--- src/rtl/core/tlpq_pkg.sv ---
`default_nettype none

package tlpq_pkg;

    // Default depth of each priority level.
    localparam int QUEUE_DEPTH_DEF = 16;
    localparam int LEVELS          = 3;

    // Request opcodes.
    localparam logic OP_INSERT = 1'b0;
    localparam logic OP_REMOVE = 1'b1;

    // Priority request codes; every other code maps to the bottom level.
    localparam logic [1:0] PRIO_TOP = 2'd1;
    localparam logic [1:0] PRIO_MID = 2'd2;

    // Internal level indexes.
    localparam logic [1:0] LVL_TOP = 2'd0;
    localparam logic [1:0] LVL_MID = 2'd1;
    localparam logic [1:0] LVL_BOT = 2'd2;

    // Result status codes.
    localparam logic [1:0] ST_OK    = 2'd0;
    localparam logic [1:0] ST_FULL  = 2'd1;
    localparam logic [1:0] ST_EMPTY = 2'd2;

    // Served level reported when nothing was inserted or removed.
    localparam logic [1:0] SERVED_NONE = 2'd0;

    // Decision for one request, from the level control to the pipeline.
    typedef struct packed {
        logic       wr_en;
        logic       rd_en;
        logic [1:0] status;
        logic [1:0] served;
    } t_decision;

endpackage

`default_nettype wire

--- src/rtl/core/three_level_priority_queue.sv ---
// Stages: decision and store read in stage one, then the output register.
// Throughput: one request per cycle, insert or remove, unless the output stalls;
// set by the single-port byte store; its read data is registered before stage two.
// Reset: synchronous active-low reset empties all three levels at once;
// the byte store itself is not cleared and needs no clearing pass.
`default_nettype none

module three_level_priority_queue
    import tlpq_pkg::*;
#(
    parameter int QUEUE_DEPTH = QUEUE_DEPTH_DEF
) (
    input  wire logic       i_clk,
    input  wire logic       i_rst_n,
    input  wire logic       i_in_valid,
    output logic            o_in_ready,
    input  wire logic       i_op,
    input  wire logic [7:0] i_item_byte,
    input  wire logic [1:0] i_priority_req,
    output logic            o_out_valid,
    input  wire logic       i_out_ready,
    output logic      [7:0] o_result_byte,
    output logic      [1:0] o_status,
    output logic      [1:0] o_served_level
);

    localparam int ADDR_W = $clog2(LEVELS * QUEUE_DEPTH);

    t_decision         dec;
    logic [ADDR_W-1:0] addr;
    logic [7:0]        rd_data;
    logic              fire;
    logic              s1_adv;

    logic       r_s1_valid;
    logic       r_s1_rd;
    logic [1:0] r_s1_status;
    logic [1:0] r_s1_level;

    logic       r_s2_valid;
    logic [7:0] r_s2_byte;
    logic [1:0] r_s2_status;
    logic [1:0] r_s2_level;

    // Handshake: stage one moves on when the output stage is free or drains.
    assign s1_adv     = r_s1_valid && (!r_s2_valid || i_out_ready);
    assign o_in_ready = !r_s1_valid || s1_adv;
    assign fire       = i_in_valid && o_in_ready;

    tlpq_level_ctrl #(
        .QUEUE_DEPTH (QUEUE_DEPTH),
        .ADDR_W      (ADDR_W)
    ) u_ctrl (
        .i_clk          (i_clk),
        .i_rst_n        (i_rst_n),
        .i_fire         (fire),
        .i_op           (i_op),
        .i_priority_req (i_priority_req),
        .o_dec          (dec),
        .o_addr         (addr)
    );

    tlpq_store #(
        .QUEUE_DEPTH (QUEUE_DEPTH),
        .ADDR_W      (ADDR_W)
    ) u_store (
        .i_clk     (i_clk),
        .i_wr_en   (fire && dec.wr_en),
        .i_rd_en   (fire && dec.rd_en),
        .i_addr    (addr),
        .i_wr_data (i_item_byte),
        .o_rd_data (rd_data)
    );

    // Stage one: request decision, alongside the store read.
    always_ff @(posedge i_clk) begin
        if (!i_rst_n) begin
            r_s1_valid <= 1'b0;
        end else if (fire) begin
            r_s1_valid <= 1'b1;
        end else if (s1_adv) begin
            r_s1_valid <= 1'b0;
        end
    end

    always_ff @(posedge i_clk) begin
        if (fire) begin
            r_s1_rd     <= dec.rd_en;
            r_s1_status <= dec.status;
            r_s1_level  <= dec.served;
        end
    end

    // Stage two: output register.
    always_ff @(posedge i_clk) begin
        if (!i_rst_n) begin
            r_s2_valid <= 1'b0;
        end else if (s1_adv) begin
            r_s2_valid <= 1'b1;
        end else if (i_out_ready) begin
            r_s2_valid <= 1'b0;
        end
    end

    always_ff @(posedge i_clk) begin
        if (s1_adv) begin
            r_s2_byte   <= r_s1_rd ? rd_data : 8'd0;
            r_s2_status <= r_s1_status;
            r_s2_level  <= r_s1_level;
        end
    end

    assign o_out_valid    = r_s2_valid;
    assign o_result_byte  = r_s2_byte;
    assign o_status       = r_s2_status;
    assign o_served_level = r_s2_level;

endmodule

`default_nettype wire

--- src/rtl/core/tlpq_store.sv ---
`default_nettype none

module tlpq_store
    import tlpq_pkg::*;
#(
    parameter int QUEUE_DEPTH = QUEUE_DEPTH_DEF,
    parameter int ADDR_W      = $clog2(LEVELS * QUEUE_DEPTH)
) (
    input  wire logic              i_clk,
    input  wire logic              i_wr_en,
    input  wire logic              i_rd_en,
    input  wire logic [ADDR_W-1:0] i_addr,
    input  wire logic [7:0]        i_wr_data,
    output logic      [7:0]        o_rd_data
);

    localparam int ENTRIES = LEVELS * QUEUE_DEPTH;

    logic [7:0] r_mem [ENTRIES];
    logic [7:0] r_rd_data;

    // Single write port; contents are undefined until written.
    always_ff @(posedge i_clk) begin
        if (i_wr_en) begin
            r_mem[i_addr] <= i_wr_data;
        end
    end

    // Registered read port; data holds until the next read.
    always_ff @(posedge i_clk) begin
        if (i_rd_en) begin
            r_rd_data <= r_mem[i_addr];
        end
    end

    assign o_rd_data = r_rd_data;

endmodule

`default_nettype wire

--- src/rtl/core/tlpq_level_ctrl.sv ---
`default_nettype none

module tlpq_level_ctrl
    import tlpq_pkg::*;
#(
    parameter int QUEUE_DEPTH = QUEUE_DEPTH_DEF,
    parameter int ADDR_W      = $clog2(LEVELS * QUEUE_DEPTH)
) (
    input  wire logic              i_clk,
    input  wire logic              i_rst_n,
    input  wire logic              i_fire,
    input  wire logic              i_op,
    input  wire logic [1:0]        i_priority_req,
    output t_decision              o_dec,
    output logic      [ADDR_W-1:0] o_addr
);

    localparam int PTR_W = $clog2(QUEUE_DEPTH);
    localparam int OCC_W = $clog2(QUEUE_DEPTH + 1);

    logic [PTR_W-1:0] r_rd_ptr [LEVELS];
    logic [PTR_W-1:0] r_wr_ptr [LEVELS];
    logic [OCC_W-1:0] r_occ    [LEVELS];

    logic [1:0]       ins_lvl;
    logic [1:0]       rem_lvl;
    logic [1:0]       lvl;
    logic             any_full_lvl;
    logic             any_data;
    logic [OCC_W-1:0] ins_occ;
    logic [PTR_W-1:0] ptr;
    logic [PTR_W-1:0] ptr_next;
    logic [ADDR_W-1:0] base;
    logic             do_wr;
    logic             do_rd;

    // Map the priority code to a level; unknown codes go to the bottom.
    always_comb begin
        case (i_priority_req)
            PRIO_TOP: ins_lvl = LVL_TOP;
            PRIO_MID: ins_lvl = LVL_MID;
            default:  ins_lvl = LVL_BOT;
        endcase
    end

    // Pick the highest-priority level that holds data.
    always_comb begin
        any_data = 1'b1;
        if (r_occ[0] != '0) begin
            rem_lvl = LVL_TOP;
        end else if (r_occ[1] != '0) begin
            rem_lvl = LVL_MID;
        end else begin
            rem_lvl = LVL_BOT;
            any_data = (r_occ[2] != '0);
        end
    end

    // Occupancy of the level an insert targets.
    always_comb begin
        case (ins_lvl)
            LVL_TOP: ins_occ = r_occ[0];
            LVL_MID: ins_occ = r_occ[1];
            default: ins_occ = r_occ[2];
        endcase
    end

    assign any_full_lvl = (ins_occ == OCC_W'(QUEUE_DEPTH));
    assign lvl          = (i_op == OP_INSERT) ? ins_lvl : rem_lvl;
    assign do_wr        = (i_op == OP_INSERT) && !any_full_lvl;
    assign do_rd        = (i_op == OP_REMOVE) && any_data;

    // Select the pointer and the level base address.
    always_comb begin
        case (lvl)
            LVL_TOP: begin
                ptr  = (i_op == OP_INSERT) ? r_wr_ptr[0] : r_rd_ptr[0];
                base = '0;
            end
            LVL_MID: begin
                ptr  = (i_op == OP_INSERT) ? r_wr_ptr[1] : r_rd_ptr[1];
                base = ADDR_W'(QUEUE_DEPTH);
            end
            default: begin
                ptr  = (i_op == OP_INSERT) ? r_wr_ptr[2] : r_rd_ptr[2];
                base = ADDR_W'(2 * QUEUE_DEPTH);
            end
        endcase
    end

    assign ptr_next = (ptr == PTR_W'(QUEUE_DEPTH - 1)) ? '0 : ptr + 1'b1;
    assign o_addr   = base + ADDR_W'(ptr);

    // Decision handed to the pipeline.
    always_comb begin
        o_dec.wr_en  = do_wr;
        o_dec.rd_en  = do_rd;
        o_dec.served = (do_wr || do_rd) ? lvl + 2'd1 : SERVED_NONE;
        if (i_op == OP_INSERT) begin
            o_dec.status = any_full_lvl ? ST_FULL : ST_OK;
        end else begin
            o_dec.status = any_data ? ST_OK : ST_EMPTY;
        end
    end

    // Pointer and occupancy update for the accepted request.
    always_ff @(posedge i_clk) begin
        if (!i_rst_n) begin
            for (int i = 0; i < LEVELS; i++) begin
                r_rd_ptr[i] <= '0;
                r_wr_ptr[i] <= '0;
                r_occ[i]    <= '0;
            end
        end else if (i_fire) begin
            for (int i = 0; i < LEVELS; i++) begin
                if (lvl == 2'(i)) begin
                    if (do_wr) begin
                        r_wr_ptr[i] <= ptr_next;
                        r_occ[i]    <= r_occ[i] + 1'b1;
                    end
                    if (do_rd) begin
                        r_rd_ptr[i] <= ptr_next;
                        r_occ[i]    <= r_occ[i] - 1'b1;
                    end
                end
            end
        end
    end

endmodule

`default_nettype wire

--- config.mk ---
export PLATFORM = sky130hd
export DESIGN_NAME = three_level_priority_queue
export DESIGN_NICKNAME = d
export VERILOG_FILES = /design/src/rtl/core/tlpq_pkg.sv /design/src/rtl/core/three_level_priority_queue.sv /design/src/rtl/core/tlpq_store.sv /design/src/rtl/core/tlpq_level_ctrl.sv
export SDC_FILE = /design/constraint.sdc
export NUM_CORES = 1
export LEC_CHECK = 0
export BUFFER_PORTS_ARGS = -buffer_cell sky130_fd_sc_hd__buf_2
export CAP_MARGIN = 40
export CORE_ASPECT_RATIO = 0.7
export CORE_MARGIN = 3
export CORE_UTILIZATION = 43
export DETAILED_ROUTE_END_ITERATION = 12
export PLACE_DENSITY_LB_ADDON = 0.25
export SETUP_SLACK_MARGIN = 0.3
export SYNTH_ARGS = -nofsm -noshare
export SYNTH_HDL_FRONTEND = slang
export SYNTH_SLANG_ARGS = --single-unit
--- constraint.sdc ---
create_clock -name i_clk -period 8.2 [get_ports i_clk]
set_clock_uncertainty 0.2 [all_clocks]
set_input_delay 1.23 -clock i_clk [delete_from_list [all_inputs] [get_ports i_clk]]
set_output_delay 1.23 -clock i_clk [all_outputs]
set_load 0.01 [all_outputs]
==> results.yml, run 1 <==
run_status:
  run_status: "finished clean"
die:
  core_um2: 42600
  initial_core_util_pct: 43.7
  die_h_um: 180
  io_pins: 29
  num_rows: 63
  die_width_um: 255
  die_area_um2: 45900
logic_synthesis:
  ys_seq_area_share_pct: 72.5
  synth_area_leaders: "edfxtp_1 72%, nand2_1 3.0%, mux2_2 2.1%, nor2_1 1.7%, a221oi_1 1.6%"
  yosysTopAreaCell: "edfxtp_1"
  synth_common_cells: "448 x edfxtp_1, 147 x nand2_1, 84 x nor2_1"
  synth_area_per_cell_um2: 15.4
  synth-seq-cells: 450
  ys.flop_type: "edfxtp_1"
  synth_edf_count: 448
  yosysWarnings: 0
  syn_area_um2: 18600
  yosysTopAreaCellShare_pct: 72.3
  yosysUniqueCellTypes: 78
  synthArstFlopShare_pct: 0
  synthesis.nets: 1245
  synth_most_common_cell: "edfxtp_1"
  syn-instance-count: 1212
placement:
  place.gp.congestion: 0.955
  dpl_cell_area_um2: 19700
  port_buffers: 28
  place_inst: 1780
  hpwl_um: 36200
cells_and_area:
  finalNetCount: 1305
  final_cells: 1856
  drive_gt1_share_pct: 16.9
  fill_cells: 3613
  post-route-util_pct: 49.4
  area_delta_synth_final_pct: 12.9
  antenna_cells: 0
  stdcell_area_um2: 21000
worst_setup_path:
  cp_data_required_time_ps: 8390
  timing.rr.start: "u_ctrl.r_occ[0][0]"
  cp_max_fo: 30
  cp_slowest_cell: "and2_2"
  worst_r2r_path_depth: 14
  critical-path-top-delay-family: "simple AND/OR/NAND/NOR gates"
  r2r_setup_slack_ps: 1480
  cp_cell_sequence: "or4_1 -> nor4_4 -> a21boi_2 -> ha_1 -> a221oi_1 -> nor3_1 -> a31oi_4 -> and2_2 -> buf_4 -> buf_4 -> nand2_1 -> o22ai_1 -> o311ai_1 -> nand4_1"
  reg2reg_to: "u_store.o_rd_data[2]"
  cp.arrival_ps: 6910
  crit_buf_inv: 2
  crit_type: "flip-flop to flip-flop"
  crit_path_end_kind: "flip-flop"
  critical_path_depth: 14
  timing.critical_path.mode_cell: "buf_4"
  slowest_delay_ps: 750
  cp-start-kind: "flip-flop"
global_route:
  grt_start_max_net_pins: 58
  grt_overflow: 0
  grt_pass1_vias: 11000
  grt_pass1_wl_um: 78900
  antenna_found_initial: 0
  grt_use_total_pct: 23.7
cts:
  root_buffer: "clkbuf_16"
  htreeDepth: 2
  cts_buffers: 42
  clock_path_buffers: 3
  cts.sinks: 450
  clk_latency_ps: 560
  clk_pin_slew_ps: 70
  post_cts_resized: 0
  post_cts_buffers: 0
  cts_tree: "yes"
  postCtsHoldBufs: 0
sta:
  rsz0062_at_grt: "no"
  timing.fmax_ghz: 0.149
  tns_ps: 0
  tightest_slew_ps: 1010
  period_minus_slack_ps: 6720
  hold_slack_ps: 221
  timing.final.max_slew_violations: 0
  maxSlewHeadroom_pct: 32.5
  fin_crit_sh_pct: 81.9
  setup_violations: 0
  finalHoldViolCount: 0
run:
  maxCapViolations: 0
route:
  drtIter0Drc: 1816
  wire_per_inst_um: 29.3
  num_vias: 11700
  vias_per_cell: 6.30
  routed.top_layer: "met4"
  drc_errors: 0
  met3_length_um: 7880
  wl_met1_um: 24000
  drtAntennaViolNets: 0
  wl_met2_um: 21200
  first_pass_iters: 6
  routed_wl_um: 54300
worst_hold_path:
  worstHoldPathType: "flip-flop to flip-flop"
  whs_path_depth: 0
  hp-start: "r_s1_level[0]"
  hold_end: "o_served_level[0]"
power_and_ir_drop:
  leakage_nw: 6.97
  ir_drop_mv: 0.137
  power.density_nw_per_um2: 255
[worst max path at each step]
stage / startpoint / endpoint / slack (ps)
3_5_place_dp: i_priority_req[0] / u_store.o_rd_data[5] / 1500
5_1_grt: u_ctrl.r_occ[0][0] / u_store.o_rd_data[2] / 1460
2_1_floorplan: i_priority_req[0] / u_store.r_mem[12][0] / 3240
6_report: u_ctrl.r_occ[0][0] / u_store.o_rd_data[2] / 1480
4_1_cts: u_ctrl.r_occ[0][0] / u_store.o_rd_data[3] / 1850
3_3_place_gp: i_priority_req[0] / u_store.o_rd_data[4] / 1340
[cells by family (layout without fill, tap and decap cells)]
logic type      count (synthesis)  in the layout  share of synthesized area (%)
compound gates                235            235                           9.76
xor+xnor                       10             10                          0.470
fa+ha+maj                      18             18                           1.29
buf+inv                        83            175                           2.41
flops                         450            450                           72.5
mux                            77             77                           5.03
simple gates                  339            339                           8.57
[through the flow]
stage,total power (W),setup WS (ps)
after floorplan,0.00309,3240
after global placement,0.00339,1340
after detailed placement,0.00341,1500
after CTS,0.00535,1850
after global routing,0.00552,1460
final,0.00537,1480
[sequential cells by signal, summed over array words and instances, names as in the netlist]
| name | cells |
|---|---|
| u_ctrl.r_rd_ptr | 12 |
| u_ctrl.r_wr_ptr | 12 |
| u_store.o_rd_data | 8 |
| r_s1_level | 2 |
| r_s1_valid | 1 |
| o_served_level | 2 |
| o_status | 2 |
| o_result_byte | 8 |
| r_s1_status | 2 |
| r_s1_rd | 1 |
| u_ctrl.r_occ | 15 |
| u_store.r_mem | 384 |
| o_out_valid | 1 |
[report_power, final]
group | total, W | leakage (nW) | internal (W) | switching [W]
sequential | 0.00260 | 4.11 | 0.00258 | 0.0000200
clock | 0.00198 | 0.648 | 0.00113 | 0.000851
combinational | 0.000793 | 2.21 | 0.000237 | 0.000555
[layer usage]
| layer | vias up | global-route usage (%) |
|---|---|---|
| met3 | 98 | 8.89 |
| met2 | 777 | 30.0 |
| met4 | 0 | 5.15 |
| li1 | 4887 | - |
| met5 | - | 0 |
| met1 | 5930 | 38.0 |
[layout by cell type, fill, tap and decap left out, types with 10 or more instances in the layout]
cell type / n
a211oi_1: 13
a21oi_1: 35
a221oi_1: 34
a22oi_1: 25
a311oi_1: 18
and2_1: 10
and3_1: 24
buf_12: 11
buf_2: 28
buf_4: 42
clkbuf_1: 12
clkbuf_16: 43
edfxtp_1: 448
ha_1: 16
inv_1: 13
mux2_2: 34
mux2i_1: 25
nand2_1: 147
nand3_1: 28
nor2_1: 83
nor3_1: 12
o211ai_1: 10
o21ai_0: 13
o22ai_1: 15
[cell type report]
| class | instances | area, µm² | share of cell area [%] |
|---|---|---|---|
| Clock buffer | 55 | 1120 | 5.33 |
| Clock inverter | 21 | 244 | 1.16 |
| Inverter | 16 | 65.1 | 0.309 |
| Multi-Input combinational cell | 679 | 4690 | 22.3 |
| Sequential cell | 450 | 13500 | 64.2 |
| Tap cell | 552 | 691 | 3.29 |
| Timing Repair Buffer | 83 | 718 | 3.42 |
Power figures use the tool's default switching activity.
==> inputs of run 2 (changes only) <==
clock period = 6 ns   (was 8.2 ns; I/O delays follow)
==> run 2 against run 1 <==
Combinational power rose by 41%. Worst hold slack improved by 3.1 ps. Critical endpoint is now u_store.o_rd_data[3]. Core utilization grew 0.82 points. Highest routed layer is now met5. Cell area grew 1.7%. Die area is the same. Via count is 1.7% higher. First-iteration DRC count increased by 0.33%. Register-to-register slack worse by 930 ps. Global-route usage grew 0.48 points. Wire length increased by 1.9%. Sequential share of layout area decreased by 1.0 points.
==> results.yml, run 2 (synthesis results as in run 1) <==
sta:
  rsz0062_at_grt: "no"
  tightest_slew_ps: 902
  finalHoldViolCount: 0
  period_minus_slack_ps: 5450
  timing.final.max_slew_violations: 0
  maxSlewHeadroom_pct: 39.6
  timing.fmax_ghz: 0.184
  setup_violations: 0
  tns_ps: 0
  fin_crit_sh_pct: 90.8
die:
  die_width_um: 255
  num_rows: 63
  die_area_um2: 45900
  io_pins: 29
  initial_core_util_pct: 43.7
  die_h_um: 180
  core_um2: 42600
cells_and_area:
  largest_reg_flops: 384
  post-route-util_pct: 50.2
  drive_gt1_share_pct: 19.9
  area_delta_synth_final_pct: 14.8
  regMostFlops: "u_store.r_mem"
  finalNetCount: 1356
  antenna_cells: 0
  layout_commonest_cell: "edfxtp_1"
  final_cell_mix: "448 x edfxtp_1, 147 x nand2_1, 94 x buf_4"
  reg_top3: "u_store.r_mem x384, u_ctrl.r_occ x15"
power_and_ir_drop:
  p_clk_share_pct: 36.8
  power.density_nw_per_um2: 346
  ir_drop_mv: 0.182
  p_switching_w: 0.00196
  seq_power_share_pct: 48.0
  intPower_w: 0.00544
  p_total_w: 0.00740
  leakage_nw: 7.24
  combPwrFrac_pct: 15.2
  swShare_pct: 26.5
route:
  routed.top_layer: "met5"
  drc_errors: 0
  drtAntennaViolNets: 0
  vias_per_cell: 6.24
  wl_met2_um: 22100
  wl_met1_um: 23900
  first_pass_iters: 6
  met3_length_um: 7950
  routed_wl_um: 55400
  drtIter0Drc: 1822
  num_vias: 11900
  wire_per_inst_um: 29.1
global_route:
  grt_overflow: 0
  grt_start_max_net_pins: 42
  grt_pass1_wl_um: 80600
  grt_pass1_vias: 11500
  grt_use_total_pct: 24.2
  antenna_found_initial: 2
placement:
  hpwl_um: 37800
  place.gp.congestion: 0.973
  port_buffers: 28
worst_setup_path:
  reg2reg_to: "u_store.o_rd_data[3]"
  crit_buf_inv: 4
  cp_slowest_cell: "or4_4"
  crit_path_end_kind: "flip-flop"
  cp_max_fo: 22
  cp.arrival_ps: 5610
  slowest_delay_ps: 640
  cp-start-kind: "flip-flop"
  critical-path-top-delay-family: "compound AO/OA/AOI/OAI gates"
  cp_data_required_time_ps: 6160
  timing.rr.start: "u_ctrl.r_occ[1][0]"
  cp_cell_sequence: "or4_4 -> nor2_1 -> nor4_1 -> a21oi_1 -> inv_1 -> ha_1 -> buf_4 -> a22o_1 -> a31o_4 -> nor2_8 -> inv_4 -> buf_4 -> nor2_8 -> a221oi_1 -> o21ai_1 -> o311ai_0 -> a31oi_1"
  worst_r2r_path_depth: 17
  crit_type: "flip-flop to flip-flop"
  r2r_setup_slack_ps: 550
run_status:
  run_status: "finished clean"
cts:
  cts_tree: "yes"
  post_cts_buffers: 0
  post_cts_resized: 0
  clk_latency_ps: 550
  clk_pin_slew_ps: 60
  cts.sinks: 450
  postCtsHoldBufs: 0
  root_buffer: "clkbuf_16"
  clock_path_buffers: 3
  cts_buffers: 43
  htreeDepth: 2
run:
  maxCapViolations: 0
worst_hold_path:
  hold_end: "o_served_level[1]"
  hp-start: "r_s1_level[1]"
  worstHoldPathType: "flip-flop to flip-flop"
  whs_path_depth: 0
## run 2: cell count changes in the layout (fill, tap and decap cells not counted), sizes merged
cell,delta
buf,+50
clkinv,+9
clkbuf,-7
bufinv,+1
clkinvlp,-4
## run 2: per-stage QoR
| stage | setup slack [ps] | area (µm²) | instances | hold slack [ps] |
|---|---|---|---|---|
| after floorplan | 1370 | 18600 | 1212 | 200 |
| after global placement | 602 | 19800 | 1814 | 210 |
| after detailed placement | 549 | 20000 | 1830 | 210 |
| after CTS | 566 | 21400 | 1905 | 224 |
| after global routing | 326 | 21400 | 1905 | 230 |
| final | 552 | 21400 | 1905 | 224 |
## run 2: cell type report
| cell class | count | area, µm² |
|---|---|---|
| well taps | 552 | 691 |
| inverters | 16 | 65.1 |
| flip-flops and latches | 450 | 13500 |
| clock inverters | 27 | 280 |
| multi-input cells | 679 | 4690 |
| repair buffers | 133 | 1060 |
| clock buffers | 48 | 1090 |
| fillers | 3612 | 21200 |
## run 2: power groups by stage
stage	sequential, W	combinational, W	clock, W
2_1_floorplan	0.00361	0.000616	0
4_1_cts	0.00355	0.00109	0.00276
3_5_place_dp	0.00362	0.00108	0
6_report	0.00355	0.00112	0.00272
3_3_place_gp	0.00362	0.00105	0
5_1_grt	0.00355	0.00117	0.00288
## run 2: worst max path at each step
| stage | to | cells past startpoint | start | slack [ps] |
|---|---|---|---|---|
| finish | u_store.o_rd_data[3] | 17 | u_ctrl.r_occ[1][0] | 550 |
| detailed placement | u_store.o_rd_data[3] | 16 | i_op | 550 |
| global route | u_store.o_rd_data[0] | 16 | u_ctrl.r_occ[0][0] | 330 |
| CTS | u_store.o_rd_data[3] | 16 | u_ctrl.r_occ[1][0] | 570 |
| floorplan | u_store.r_mem[12][0] | 15 | i_priority_req[0] | 1370 |
| global placement | u_store.o_rd_data[3] | 17 | i_priority_req[0] | 600 |
## run 2: layer usage
metal	track usage (%)	vias up
met5	0	-
li1	-	4995
met3	8.95	109
met4	6.06	2
met2	31.7	825
met1	37.6	5955
